[src/sv/ppsts_pkg.sv]
// Package for the PPS-disciplined NTP timestamper.
// Holds the command codes, register map, reset values and the result bookkeeping struct.
// No dependencies.
`timescale 1ns / 1ps

package ppsts_pkg;

  // Item commands carried in tuser
  typedef enum logic [1:0] {
    CMD_PPS   = 2'd0,
    CMD_FIX   = 2'd1,
    CMD_QUERY = 2'd2
  } cmd_t;

  // Register map, word index taken from paddr[4:2]
  localparam int unsigned CFG_ADDR_W = 5;
  localparam logic [2:0] REG_WIN_LO    = 3'd0;
  localparam logic [2:0] REG_WIN_HI    = 3'd1;
  localparam logic [2:0] REG_STALE     = 3'd2;
  localparam logic [2:0] REG_EPOCH_NTP = 3'd3;
  localparam logic [2:0] REG_MIN_FIX   = 3'd4;

  // Register reset values
  localparam logic [31:0] RST_WIN_LO    = 32'd900000;
  localparam logic [31:0] RST_WIN_HI    = 32'd1100000;
  localparam logic [31:0] RST_STALE     = 32'd1100000;
  localparam logic [31:0] RST_EPOCH_NTP = 32'd2208988800;
  localparam logic [31:0] RST_MIN_FIX   = 32'd1735689600;

  // Stream widths
  localparam int unsigned IN_TDATA_W  = 64;
  localparam int unsigned IN_TUSER_W  = 2;
  localparam int unsigned OUT_TDATA_W = 104;

  // Per-item bookkeeping that rides along the arithmetic pipeline
  typedef struct packed {
    logic        answer;   // query while precise: report a timestamp
    logic        stale;    // offset beyond stale limit: drop whole seconds
    logic        precise;
    logic        pps_acc;
    logic        locked;
    logic [31:0] edges;
    logic [31:0] base;     // epoch second plus NTP era offset
  } meta_t;

endpackage

[src/sv/pps_disciplined_ntp_timestamper.sv]
// Top level of the PPS-disciplined NTP timestamper: state update and timestamp pipeline.
// Depends on ppsts_pkg for command codes, register map and the meta_t struct.
// Contains the APB-style register file and the stream channels.
`timescale 1ns / 1ps

// Usage:
//   in_*  : one item per handshake; in_tuser is the command (PPS edge, GPS fix,
//           timestamp query), in_tdata carries the capture time and fix epoch.
//   out_* : exactly one result item per input item, in order.
//   cfg_* : APB-style register port, write only while the block is idle.
// Pipeline: input register, state update stage, five arithmetic stages and
// output register. Throughput: one item per cycle while the output is not
// stalled. The time base state is updated in the stage right after the
// input register, so each item sees the state left by the one before. The
// seconds/fraction split by TICKS_PER_SECOND is done by two reciprocal
// multiplies, each followed by a product and a small correction, one
// multiplier per stage.
// Reset: time base state cleared (not locked, no PPS), registers take their
// default values, pipeline emptied; the block is ready right away.
// Stall: when out_tready is low with a result waiting, the whole pipeline
// holds and in_tready drops in the same cycle.
module pps_disciplined_ntp_timestamper
  import ppsts_pkg::*;
#(
  parameter int unsigned TICKS_PER_SECOND = 1000000
) (
  input  logic                    clk,
  input  logic                    rst_n,
  // Input stream
  input  logic                    in_tvalid,
  output logic                    in_tready,
  input  logic [IN_TDATA_W-1:0]   in_tdata,   // [31:0] capture_us, [63:32] fix_epoch
  input  logic [IN_TUSER_W-1:0]   in_tuser,   // [1:0] cmd
  // Result stream
  output logic                    out_tvalid,
  input  logic                    out_tready,
  output logic [OUT_TDATA_W-1:0]  out_tdata,  // [31:0] stamp_sec, [63:32] stamp_frac,
                                              // [64] precise, [65] pps_accepted,
                                              // [66] locked_now, [98:67] edge_total,
                                              // [103:99] zero
  // Configuration port
  input  logic                    cfg_psel,
  input  logic                    cfg_penable,
  input  logic                    cfg_pwrite,
  input  logic [CFG_ADDR_W-1:0]   cfg_paddr,
  input  logic [31:0]             cfg_pwdata,
  output logic [31:0]             cfg_prdata,
  output logic                    cfg_pready
);

  // Divider constants derived from the tick rate
  localparam longint unsigned TPS        = 64'(TICKS_PER_SECOND);
  localparam int unsigned     RW         = $clog2(TICKS_PER_SECOND);
  localparam int unsigned     K          = RW - 1;
  localparam int unsigned     EW         = RW + 2;
  localparam longint unsigned RECIP_WIDE = (64'd1 << (32 + K)) / TPS;
  localparam logic [31:0]     RECIP      = RECIP_WIDE[31:0];
  localparam longint unsigned QMAX       = 64'hFFFF_FFFF / TPS;
  localparam int unsigned     QW         = $clog2(QMAX + 1);
  localparam logic [31:0]     TPS_32     = TPS[31:0];
  localparam longint unsigned TPS2_W     = 2 * TPS;
  localparam longint unsigned TPS3_W     = 3 * TPS;
  localparam logic [31:0]     TPS2_32    = TPS2_W[31:0];
  localparam logic [EW-1:0]   TPS_E      = TPS[EW-1:0];
  localparam logic [EW-1:0]   TPS2_E     = TPS2_W[EW-1:0];
  localparam logic [EW-1:0]   TPS3_E     = TPS3_W[EW-1:0];

  // ---------------------------------------------------------------------
  // Configuration registers
  // ---------------------------------------------------------------------
  logic [31:0] win_lo_r, win_hi_r, stale_r, epoch_ntp_r, min_fix_r;
  logic        cfg_wr;
  logic [2:0]  cfg_idx;

  assign cfg_pready = 1'b1;
  assign cfg_idx    = cfg_paddr[4:2];
  assign cfg_wr     = cfg_psel && cfg_penable && cfg_pwrite && cfg_pready;

  // Write on the access cycle; indexes past the map are ignored
  always_ff @(posedge clk) begin
    if (!rst_n) begin
      win_lo_r    <= RST_WIN_LO;
      win_hi_r    <= RST_WIN_HI;
      stale_r     <= RST_STALE;
      epoch_ntp_r <= RST_EPOCH_NTP;
      min_fix_r   <= RST_MIN_FIX;
    end else if (cfg_wr) begin
      unique case (cfg_idx)
        REG_WIN_LO:    win_lo_r    <= cfg_pwdata;
        REG_WIN_HI:    win_hi_r    <= cfg_pwdata;
        REG_STALE:     stale_r     <= cfg_pwdata;
        REG_EPOCH_NTP: epoch_ntp_r <= cfg_pwdata;
        REG_MIN_FIX:   min_fix_r   <= cfg_pwdata;
        default: ;
      endcase
    end
  end

  // Read back
  always_comb begin
    unique case (cfg_idx)
      REG_WIN_LO:    cfg_prdata = win_lo_r;
      REG_WIN_HI:    cfg_prdata = win_hi_r;
      REG_STALE:     cfg_prdata = stale_r;
      REG_EPOCH_NTP: cfg_prdata = epoch_ntp_r;
      REG_MIN_FIX:   cfg_prdata = min_fix_r;
      default:       cfg_prdata = 32'd0;
    endcase
  end

  // ---------------------------------------------------------------------
  // Pipeline control: all stages move together
  // ---------------------------------------------------------------------
  logic       adv;
  logic [6:0] vld_r;
  logic       out_vld_r;

  assign adv        = !out_vld_r || out_tready;
  assign in_tready  = adv;
  assign out_tvalid = out_vld_r;

  always_ff @(posedge clk) begin
    if (!rst_n) begin
      vld_r     <= '0;
      out_vld_r <= 1'b0;
    end else if (adv) begin
      vld_r     <= {vld_r[5:0], in_tvalid};
      out_vld_r <= vld_r[6];
    end
  end

  // ---------------------------------------------------------------------
  // Stage 0: input register
  // ---------------------------------------------------------------------
  logic [1:0]  cmd0_r;
  logic [31:0] cap0_r, fix0_r;

  always_ff @(posedge clk) begin
    if (adv) begin
      cmd0_r <= in_tuser[1:0];
      cap0_r <= in_tdata[31:0];
      fix0_r <= in_tdata[63:32];
    end
  end

  // ---------------------------------------------------------------------
  // Stage 1: time base state update
  // ---------------------------------------------------------------------
  logic [31:0] last_edge_r, last_edge_nxt;
  logic [31:0] epoch_r, epoch_nxt;
  logic        locked_r, locked_nxt;
  logic        live_r, live_nxt;
  logic [31:0] edges_r, edges_nxt;
  logic [31:0] interval;
  logic        edge_ok, fix_ok, is_query;

  assign interval = cap0_r - last_edge_r;
  assign edge_ok  = (cmd0_r == CMD_PPS) && (interval > win_lo_r) && (interval < win_hi_r);
  assign fix_ok   = (cmd0_r == CMD_FIX) && (fix0_r >= min_fix_r);
  assign is_query = (cmd0_r == CMD_QUERY);

  // Next state; hold unless an edge or fix qualifies
  always_comb begin
    last_edge_nxt = last_edge_r;
    epoch_nxt     = epoch_r;
    locked_nxt    = locked_r;
    live_nxt      = live_r;
    edges_nxt     = edges_r;
    unique case (cmd0_r)
      CMD_PPS: begin
        if (edge_ok) begin
          last_edge_nxt = cap0_r;
          edges_nxt     = edges_r + 32'd1;
          live_nxt      = 1'b1;
          if (locked_r) begin
            epoch_nxt = epoch_r + 32'd1;
          end
        end
      end
      CMD_FIX: begin
        if (fix_ok) begin
          epoch_nxt  = fix0_r;
          locked_nxt = 1'b1;
        end
      end
      default: ;
    endcase
  end

  always_ff @(posedge clk) begin
    if (!rst_n) begin
      last_edge_r <= '0;
      epoch_r     <= '0;
      locked_r    <= 1'b0;
      live_r      <= 1'b0;
      edges_r     <= '0;
    end else if (adv && vld_r[0]) begin
      last_edge_r <= last_edge_nxt;
      epoch_r     <= epoch_nxt;
      locked_r    <= locked_nxt;
      live_r      <= live_nxt;
      edges_r     <= edges_nxt;
    end
  end

  meta_t       meta1_nxt;
  meta_t       meta1_r, meta2_r, meta3_r, meta4_r, meta5_r, meta6_r;
  logic [31:0] off1_r, off2_r, off3_r;

  // Collect the per-item flags; a query leaves the epoch untouched
  always_comb begin
    meta1_nxt.precise = locked_nxt && live_nxt;
    meta1_nxt.answer  = is_query && locked_nxt && live_nxt;
    meta1_nxt.stale   = interval > stale_r;
    meta1_nxt.pps_acc = edge_ok;
    meta1_nxt.locked  = locked_nxt;
    meta1_nxt.edges   = edges_nxt;
    meta1_nxt.base    = epoch_r + epoch_ntp_r;
  end

  always_ff @(posedge clk) begin
    if (adv) begin
      meta1_r <= meta1_nxt;
      off1_r  <= interval;
    end
  end

  // ---------------------------------------------------------------------
  // Stage 2: quotient estimate by reciprocal multiply (low by at most one)
  // ---------------------------------------------------------------------
  logic [63:0]   qprod2;
  logic [QW-1:0] q2_r;

  assign qprod2 = {32'd0, off1_r} * {32'd0, RECIP};

  always_ff @(posedge clk) begin
    if (adv) begin
      q2_r    <= qprod2[32+K +: QW];
      off2_r  <= off1_r;
      meta2_r <= meta1_r;
    end
  end

  // ---------------------------------------------------------------------
  // Stage 3: back-multiply the estimate
  // ---------------------------------------------------------------------
  logic [31:0]   qt3;
  logic [31:0]   qt3_r;
  logic [QW-1:0] q3_r;

  assign qt3 = {{(32-QW){1'b0}}, q2_r} * TPS_32;

  always_ff @(posedge clk) begin
    if (adv) begin
      qt3_r   <= qt3;
      q3_r    <= q2_r;
      off3_r  <= off2_r;
      meta3_r <= meta2_r;
    end
  end

  // ---------------------------------------------------------------------
  // Stage 4: remainder and one-step correction
  // ---------------------------------------------------------------------
  logic [31:0]   r0_4, r1_4;
  logic          qfix4;
  logic [QW-1:0] q4_r;
  logic [RW-1:0] r4_r;

  assign r0_4  = off3_r - qt3_r;
  assign qfix4 = r0_4 >= TPS_32;
  assign r1_4  = qfix4 ? (r0_4 - TPS_32) : r0_4;

  always_ff @(posedge clk) begin
    if (adv) begin
      q4_r    <= q3_r + {{(QW-1){1'b0}}, qfix4};
      r4_r    <= r1_4[RW-1:0];
      meta4_r <= meta3_r;
    end
  end

  // ---------------------------------------------------------------------
  // Stage 5: fraction estimate, remainder * 2^32 / ticks (low by at most two)
  // ---------------------------------------------------------------------
  logic [RW+31:0] fprod5;
  logic [31:0]    f5_r;
  logic [QW-1:0]  q5_r;

  assign fprod5 = {32'd0, r4_r} * {{RW{1'b0}}, RECIP};

  always_ff @(posedge clk) begin
    if (adv) begin
      f5_r    <= fprod5[K +: 32];
      q5_r    <= q4_r;
      meta5_r <= meta4_r;
    end
  end

  // ---------------------------------------------------------------------
  // Stage 6: low bits of fraction estimate times ticks
  // ---------------------------------------------------------------------
  logic [EW-1:0] ft6;
  logic [EW-1:0] ft6_r;
  logic [31:0]   f6_r;
  logic [QW-1:0] q6_r;

  assign ft6 = f5_r[EW-1:0] * TPS_E;

  always_ff @(posedge clk) begin
    if (adv) begin
      ft6_r   <= ft6;
      f6_r    <= f5_r;
      q6_r    <= q5_r;
      meta6_r <= meta5_r;
    end
  end

  // ---------------------------------------------------------------------
  // Stage 7: fraction correction, seconds sum, output register
  // ---------------------------------------------------------------------
  logic [EW-1:0] e7;
  logic [31:0]   frac7, secs7, qsec7;
  logic [31:0]   out_secs_r, out_frac_r, out_edges_r;
  logic          out_precise_r, out_pps_r, out_locked_r;

  // Residue of remainder*2^32 against estimate*ticks; low 2^32 bits are zero
  assign e7    = {EW{1'b0}} - ft6_r;
  assign frac7 = f6_r + ((e7 >= TPS2_E) ? 32'd2 : (e7 >= TPS_E) ? 32'd1 : 32'd0);
  assign qsec7 = meta6_r.stale ? 32'd0 : {{(32-QW){1'b0}}, q6_r};
  assign secs7 = meta6_r.base + qsec7;

  always_ff @(posedge clk) begin
    if (adv) begin
      out_secs_r    <= meta6_r.answer ? secs7 : 32'd0;
      out_frac_r    <= meta6_r.answer ? frac7 : 32'd0;
      out_precise_r <= meta6_r.precise;
      out_pps_r     <= meta6_r.pps_acc;
      out_locked_r  <= meta6_r.locked;
      out_edges_r   <= meta6_r.edges;
    end
  end

  assign out_tdata = {5'd0, out_edges_r, out_locked_r, out_pps_r, out_precise_r,
                      out_frac_r, out_secs_r};

`ifndef SYNTHESIS
  // Quotient estimate is never more than one short
  a_quot_corr: assert property (@(posedge clk) disable iff (!rst_n)
    vld_r[3] |-> r0_4 < TPS2_32)
    else $error("quotient correction out of range");

  // Fraction estimate is never more than two short
  a_frac_corr: assert property (@(posedge clk) disable iff (!rst_n)
    vld_r[6] |-> e7 < TPS3_E)
    else $error("fraction correction out of range");

  // Edge count steps by one, and only while an item leaves the input register
  a_edge_step: assert property (@(posedge clk) disable iff (!rst_n)
    $past(rst_n) && (edges_r != $past(edges_r)) |->
      $past(vld_r[0] && adv) && (edges_r == $past(edges_r) + 32'd1))
    else $error("edge count changed unexpectedly");

  // No timestamp is reported without a precise time base
  a_no_ts: assert property (@(posedge clk) disable iff (!rst_n)
    out_vld_r && !out_precise_r |-> (out_secs_r == 32'd0) && (out_frac_r == 32'd0))
    else $error("timestamp reported while not precise");
`endif

endmodule

[config.mk]
export PLATFORM = sky130hd
export DESIGN_NAME = pps_disciplined_ntp_timestamper
export DESIGN_NICKNAME = d
export VERILOG_FILES = /design/src/sv/ppsts_pkg.sv /design/src/sv/pps_disciplined_ntp_timestamper.sv
export SDC_FILE = /design/constraint.sdc
export NUM_CORES = 2
export LEC_CHECK = 0
export ABC_CLOCK_PERIOD_IN_PS = 28100
export CAP_MARGIN = 25
export CORE_ASPECT_RATIO = 0.8
export CORE_UTILIZATION = 35
export CTS_CLUSTER_SIZE = 28
export DETAILED_ROUTE_END_ITERATION = 8
export DONT_BUFFER_PORTS = 1
export GPL_ROUTABILITY_DRIVEN = 0
export HOLD_SLACK_MARGIN = 0.1
export PLACE_DENSITY = 0.53
export SLEW_MARGIN = 20
export SYNTH_ARGS = -nofsm -noshare
export SYNTH_HDL_FRONTEND = slang
export SYNTH_SLANG_ARGS = --single-unit
[constraint.sdc]
create_clock -name clk -period 28.1 [get_ports clk]
set_clock_uncertainty 0.15 [all_clocks]
set_input_delay 1.405 -clock clk [delete_from_list [all_inputs] [get_ports clk]]
set_output_delay 1.405 -clock clk [all_outputs]
set_load 0.05 [all_outputs]
* Word-level counts from Yosys, hierarchy flattened *
Cells that the tools add are included.

word-level totals
  register bits = 1132
  bits in latches = 0
  memory bits (writable) = 0
  ROM bits = 0
  input bits = 110
  output and inout bits = 139
  logic and storage cells = 142
  memories = 0

operators by class
  add/sub/neg operators = 10
  $mul = 4
  divide/modulo/power cells = 0
  order comparisons = 7
  equality and inequality tests = 9
  shift operators = 0
  mux-type cells = 15
  bitwise operators = 0
  reductions and logical operators = 21

operator list
  kind                      count
  $mux W32                  5
  $pmux W32 S5              1
  $add A32 B1 Y32 const B   2
  $gt A32 B32 Y1            2
  $mul A32 B32 Y64 const B  1
  $pmux W32 S2              1
  $sub A32 B32 Y32          2
  $mul A20 B32 Y51 const B  1
  $add A32 B13 Y32          1
  $add A32 B2 Y32           1
  $add A32 B32 Y32          1
  $ge A32 B20 Y1 const B    1
  $ge A32 B32 Y1            1
  $lt A32 B32 Y1            1
  $mul A13 B14 Y26 const B  1
  $ge A22 B20 Y1 const B    1
  $ge A22 B21 Y1 const B    1
  $mul A22 B14 Y16 const B  1
  $sub A1 B22 Y22 const A   1
  $mux W20                  1
  $sub A20 B20 Y20 const B  1
  $add A13 B1 Y13           1
  $mux W13                  1
  $reduce_and A2 Y1         5
  16 further kinds          31

* Longest topological paths before layout *
  word-level depth = 7
  depth in mapped cells = 30
  mapped depth without buffers = 30

* Worst setup path before layout *
OpenSTA, ideal clock, no wires.

  path type = input to register
  start = input port out_tready
  end = register epoch_r[14]
  setup time = 0.119 ns
  arrival = 25.477 ns
  required time = 27.831 ns
  slack = 2.355 ns
  stages = 9
  path buffers = 2
  cells stage by stage = nor2b_1 > clkbuf_1 > clkinv_1 > nand2_1 > nor3_1 > a2bb2oi_1 > clkbuf_1 > nor2_1 > o221a_2

between the ends
  cells in the longest elaborated chain, start to end = 3

RTL lines
  what                         line                                    text
  start: declaration           pps_disciplined_ntp_timestamper.sv:36   input logic out_tready,
  $logic_or A1 B1 Y1           pps_disciplined_ntp_timestamper.sv:118  assign adv = !out_vld_r || out_tready;
  named net in_tready          pps_disciplined_ntp_timestamper.sv:31   output logic in_tready,
  $logic_and A1 B1 Y1          pps_disciplined_ntp_timestamper.sv:197  end else if (adv && vld_r[0]) begin
  $reduce_and A5 Y1 (no line)  n/a
  end signal: assignment       pps_disciplined_ntp_timestamper.sv:199  epoch_r <= epoch_nxt;
  end: declaration             pps_disciplined_ntp_timestamper.sv:150  logic [31:0] epoch_r, epoch_nxt;

The timed path passes the listed nets, and every way through them passes these cells.
A chain may end at the register's enable or synchronous reset.

* Final worst setup path *
  start = register off1_r[19]
  end = register q2_r[12] (data pin)

between the ends
  cells in the longest elaborated chain, start to end = 1

RTL lines
  what                      line                                    text
  start: declaration        pps_disciplined_ntp_timestamper.sv:208  logic [31:0] off1_r, off2_r, off3_r;
  start signal: assignment  pps_disciplined_ntp_timestamper.sv:224  off1_r <= interval;
  $mul A32 B32 Y64          pps_disciplined_ntp_timestamper.sv:234  assign qprod2 = {32'd0, off1_r} * {32'd0, RECIP};
  named net qprod2[63]      pps_disciplined_ntp_timestamper.sv:231  logic [63:0] qprod2;
  end signal: assignment    pps_disciplined_ntp_timestamper.sv:238  q2_r <= qprod2[32+K +: QW];
  end: declaration          pps_disciplined_ntp_timestamper.sv:232  logic [QW-1:0] q2_r;

The timed path passes the listed nets, and every way through them passes these cells.

==> report_table.html <==
<table>
<tr><th>Metric</th><th>Value</th></tr>
<tr><th colspan="2">Drt</th></tr>
<tr><td>Post-route DRC violation count</td><td>0</td></tr>
<tr><td>Avg Vias per Cell</td><td>4.90</td></tr>
<tr><td>Number of design-rule violations left by the first detailed-router iteration</td><td>2,893</td></tr>
<tr><td>Routed Wire Length</td><td>184 mm</td></tr>
<tr><td>Antenna-violating nets left</td><td>0</td></tr>
<tr><td>First-pass iteration count of the detailed router</td><td>7</td></tr>
<tr><td>Average wire per cell in the routed design</td><td>18.7 µm</td></tr>
<tr><td>Via Count</td><td>48,100</td></tr>
<tr><th colspan="2">Clock tree</th></tr>
<tr><td>Maximum buffer depth of the clock tree</td><td>3</td></tr>
<tr><td>Number of buffers created by CTS</td><td>117</td></tr>
<tr><td>Clk sinks</td><td>1,126</td></tr>
<tr><td>Clk_lat worst skew</td><td>0.80 ns</td></tr>
<tr><td>Hold buffer count at CTS</td><td>0</td></tr>
<tr><td>Cell at the root of the clock tree</td><td>clkbuf_16</td></tr>
<tr><td>CTS tree</td><td>yes</td></tr>
<tr><td>CTS H-tree lvls</td><td>3</td></tr>
<tr><td>Number of gates resized after CTS</td><td>0</td></tr>
<tr><td>Clock transition at the registers of the reported paths</td><td>0.07 ns</td></tr>
<tr><td>Number of post-CTS setup repair buffers</td><td>0</td></tr>
<tr><th colspan="2">Flow run</th></tr>
<tr><td>Count of maximum capacitance violations</td><td>0</td></tr>
<tr><th colspan="2">Layout</th></tr>
<tr><td>Final core utilization</td><td>38.8%</td></tr>
<tr><td>Synth-to-layout area growth</td><td>10.1%</td></tr>
<tr><td>FILL cells</td><td>21,100</td></tr>
<tr><td>Layout cells sized above 1</td><td>4.65%</td></tr>
<tr><td>Layout Nets</td><td>8,551</td></tr>
<tr><td>Highest-count cells in the layout ignoring fill and taps</td><td>1,280 x inv_1, 963 x ha_1, 860 x edfxtp_1, 618 x fa_1, 566 x nand2_1</td></tr>
<tr><td>Most common library cell in the layout ignoring fill and taps</td><td>inv_1</td></tr>
<tr><th colspan="2">STA</th></tr>
<tr><td>Final slew viol count</td><td>0</td></tr>
<tr><td>Slew @ Worst Pin</td><td>1.11 ns</td></tr>
<tr><td>Worst max-slew margin expressed relative to the limit</td><td>25.7%</td></tr>
<tr><td>Unrepaired setup endpoints after global routing</td><td>false</td></tr>
<tr><td>Achievable frequency</td><td>109 MHz</td></tr>
<tr><td>TNS Setup</td><td>0 ns</td></tr>
<tr><td>Clock period minus worst slack</td><td>9.16 ns</td></tr>
<tr><td>Number of hold-slack violations in the final timing report</td><td>0</td></tr>
<tr><td>Final cycle utilization of the critical path</td><td>32.6%</td></tr>
<tr><td>Final-report setup violation count</td><td>0</td></tr>
<tr><th colspan="2">Synth</th></tr>
<tr><td>Share of synthesized flip-flops with an asynchronous set or reset</td><td>0%</td></tr>
<tr><td>Dominant synthesized flop cell</td><td>edfxtp_1</td></tr>
<tr><td>Number of enable flip-flop cells after synthesis</td><td>860</td></tr>
<tr><td>Post-synthesis instance area</td><td>76,600 µm²</td></tr>
<tr><td>Number of storage elements in the synthesis netlist</td><td>1,126</td></tr>
<tr><td>Avg Cell Area, Syn</td><td>11.3 µm²</td></tr>
<tr><td>Synth cell types</td><td>85</td></tr>
<tr><td>Number of instances in the synthesized netlist</td><td>6,805</td></tr>
<tr><td>Total of warnings raised by yosys</td><td>0</td></tr>
<tr><td>Share of the yosys chip area belonging to registers</td><td>40.7%</td></tr>
<tr><th colspan="2">Global route</th></tr>
<tr><td>Via count of the first global-routing pass</td><td>48,800</td></tr>
<tr><td>Sum of overflow across all layers after global routing</td><td>0</td></tr>
<tr><td>Wire length of the first global-routing pass</td><td>286 mm</td></tr>
<tr><td>Antenna violations before repair</td><td>8</td></tr>
<tr><td>Overall Global Routing Usage</td><td>16.8%</td></tr>
<tr><td>Largest net degree at the start of global routing</td><td>92</td></tr>
<tr><th colspan="2">Floorplanning</th></tr>
<tr><td>Core ar.</td><td>217,000 µm²</td></tr>
<tr><td>Cell row count</td><td>153</td></tr>
<tr><td>Y dimension of the die</td><td>420 µm</td></tr>
<tr><td>Die width</td><td>525 µm</td></tr>
<tr><td>Die Area</td><td>221,000 µm²</td></tr>
<tr><td>Count of boundary I/O pins</td><td>249</td></tr>
<tr><td>Starting density of the core</td><td>35.2%</td></tr>
<tr><th colspan="2">Worst setup path</th></tr>
<tr><td>Crit path top cell by count</td><td>fa_1</td></tr>
<tr><td>R2r setup slk</td><td>18.94 ns</td></tr>
<tr><td>Critical path data arrival time</td><td>9.49 ns</td></tr>
<tr><td>End point of the critical path</td><td>q2_r[12]</td></tr>
<tr><td>FF-to-FF Start</td><td>off1_r[19]</td></tr>
<tr><td>Crit-path leading delay family</td><td>adder cells</td></tr>
<tr><td>Depth of the worst register-to-register path</td><td>25</td></tr>
<tr><td>Largest stage delay on the critical path</td><td>0.73 ns</td></tr>
<tr><td>End of the worst register-to-register path</td><td>q2_r[12]</td></tr>
<tr><td>Crit path max fanout</td><td>8</td></tr>
<tr><td>Levels on crit path</td><td>25</td></tr>
<tr><td>Data required time of the critical path</td><td>28.43 ns</td></tr>
<tr><td>Critical path start-end classification</td><td>register to register</td></tr>
<tr><td>Highest-delay cell along the critical path</td><td>edfxtp_1</td></tr>
<tr><td>Category of the worst setup path launch point</td><td>register</td></tr>
<tr><td>Number of buffer and inverter stages on the critical path</td><td>4</td></tr>
<tr><td>Capturing element type of the critical path</td><td>register</td></tr>
<tr><td>Critical Path Source</td><td>off1_r[19]</td></tr>
<tr><th colspan="2">Status</th></tr>
<tr><td>Run status</td><td>completed</td></tr>
<tr><th colspan="2">Place</th></tr>
<tr><td>PortBufs</td><td>0</td></tr>
<tr><td>Post-detailed-placement half-perimeter wirelength</td><td>143 mm</td></tr>
<tr><th colspan="2">Hold path</th></tr>
<tr><td>Worst min-delay path class</td><td>register to register</td></tr>
</table>
==> cell type report <==
type                    count  area (µm²)  area share, %
diodes                      1        2.50        0.00297
clock buffers             147        3130           3.71
clock inverters            74         826          0.979
inverters                1282        4820           5.72
multi-input cells        4247       40100           47.5
flip-flops and latches   1126       31100           36.9
well taps                2867        3590           4.25
repair buffers             86         717          0.850
==> synthesized netlist by cell type (all sizes together), types with 12 or more instances <==
library cell,number,area share (%)
buf,22,0.16
or4,13,0.13
clkbuf,132,0.65
o21bai,25,0.25
a21oi,360,2.4
or2,16,0.13
nand2,566,2.8
inv,1280,6.3
o21a,43,0.42
o31ai,18,0.18
a211oi,23,0.23
a21boi,20,0.20
nor2b,56,0.46
xor2,93,1.1
nor2,191,0.94
and2,68,0.56
o21ai,151,0.99
o22ai,41,0.33
nor3,72,0.47
or3,38,0.31
dfxtp,266,7.0
nor4,16,0.13
xnor2,207,2.4
ha,963,16
and3,39,0.32
a21o,118,1.2
o211ai,58,0.58
a31oi,22,0.19
o32ai,12,0.14
nand3,102,0.67
nand4,64,0.52
o221a,12,0.18
fa,618,16
a22oi,69,0.68
nand2b,35,0.29
edfxtp,860,34
==> how the worst min path moves through the flow <==
stage | from | end | cells past startpoint
floorplan | f5_r[16] | f6_r[16] | 0
global route | f5_r[18] | f6_r[18] | 0
CTS | f5_r[18] | f6_r[18] | 0
finish | f5_r[18] | f6_r[18] | 0
detailed placement | meta1_r[20] | meta2_r[20] | 0
global placement | meta1_r[31] | meta2_r[31] | 0
==> worst register-to-register path: stages, from the launching register on <==
cell	delay, ns
edfxtp_1	0.73
inv_1	0.38
fa_1	0.55
fa_1	0.62
fa_1	0.45
fa_1	0.53
inv_1	0.05
fa_1	0.47
fa_1	0.54
fa_1	0.59
inv_1	0.07
fa_1	0.50
inv_1	0.06
ha_1	0.33
a21oi_1	0.18
o31ai_1	0.09
a311oi_1	0.36
o21ai_0	0.18
a221oi_1	0.34
nand2_1	0.11
o211ai_1	0.36
o21bai_1	0.22
o41ai_2	0.40
nor2_1	0.12
a221oi_1	0.35
xnor2_1	0.10
==> flip-flops by register name, indices dropped and copies added, names as in the netlist, 69 cells and up <==
signal	flops
meta1_r	69
meta4_r	69
meta6_r	69
meta2_r	69
meta5_r	69
meta3_r	69
==> kinds of logic (layout without fill, tap and decap cells) <==
| logic type | Yosys count | after routing | synth area share (%) |
|---|---|---|---|
| AND/OR/NAND/NOR | 1306 | 1306 | 8.02 |
| multiplexers | 5 | 5 | 0.0670 |
| AO/OA/AOI/OAI | 1049 | 1049 | 8.81 |
| XOR/XNOR | 300 | 300 | 3.43 |
| flip-flops | 1126 | 1126 | 40.7 |
| other | 2 | 7 | 0.00981 |
| buffers and inverters | 1436 | 1589 | 7.09 |
| adder cells (fa/ha/maj) | 1581 | 1581 | 31.9 |
==> metal layers <==
| metal | vias to the layer above | part of all wire, % | wire length (µm) | GRT usage, % |
|---|---|---|---|---|
| li1 | 23100 | - | - | - |
| met1 | 23700 | 48 | 88100 | 24.0 |
| met2 | 1094 | 44 | 81700 | 26.4 |
| met3 | 212 | 5.3 | 9730 | 2.58 |
| met4 | 0 | 2.2 | 4060 | 4.11 |
| met5 | - | 0 | 0 | 0 |
==> stage by stage <==
step           setup WS (ns)  hold slack (ns)  instances  area [µm²]
2_1_floorplan           2.35            0.250       6809       76600
3_3_place_gp           19.06            0.251       9598       80200
3_5_place_dp           19.03            0.255       9604       80300
4_1_cts                18.92            0.241       9825       84300
5_1_grt                18.40            0.245       9829       84300
6_report               18.94            0.240       9830       84300
Power is not shown: default switching activity piles up to over one toggle a cycle in this logic, so the estimate is an artifact.
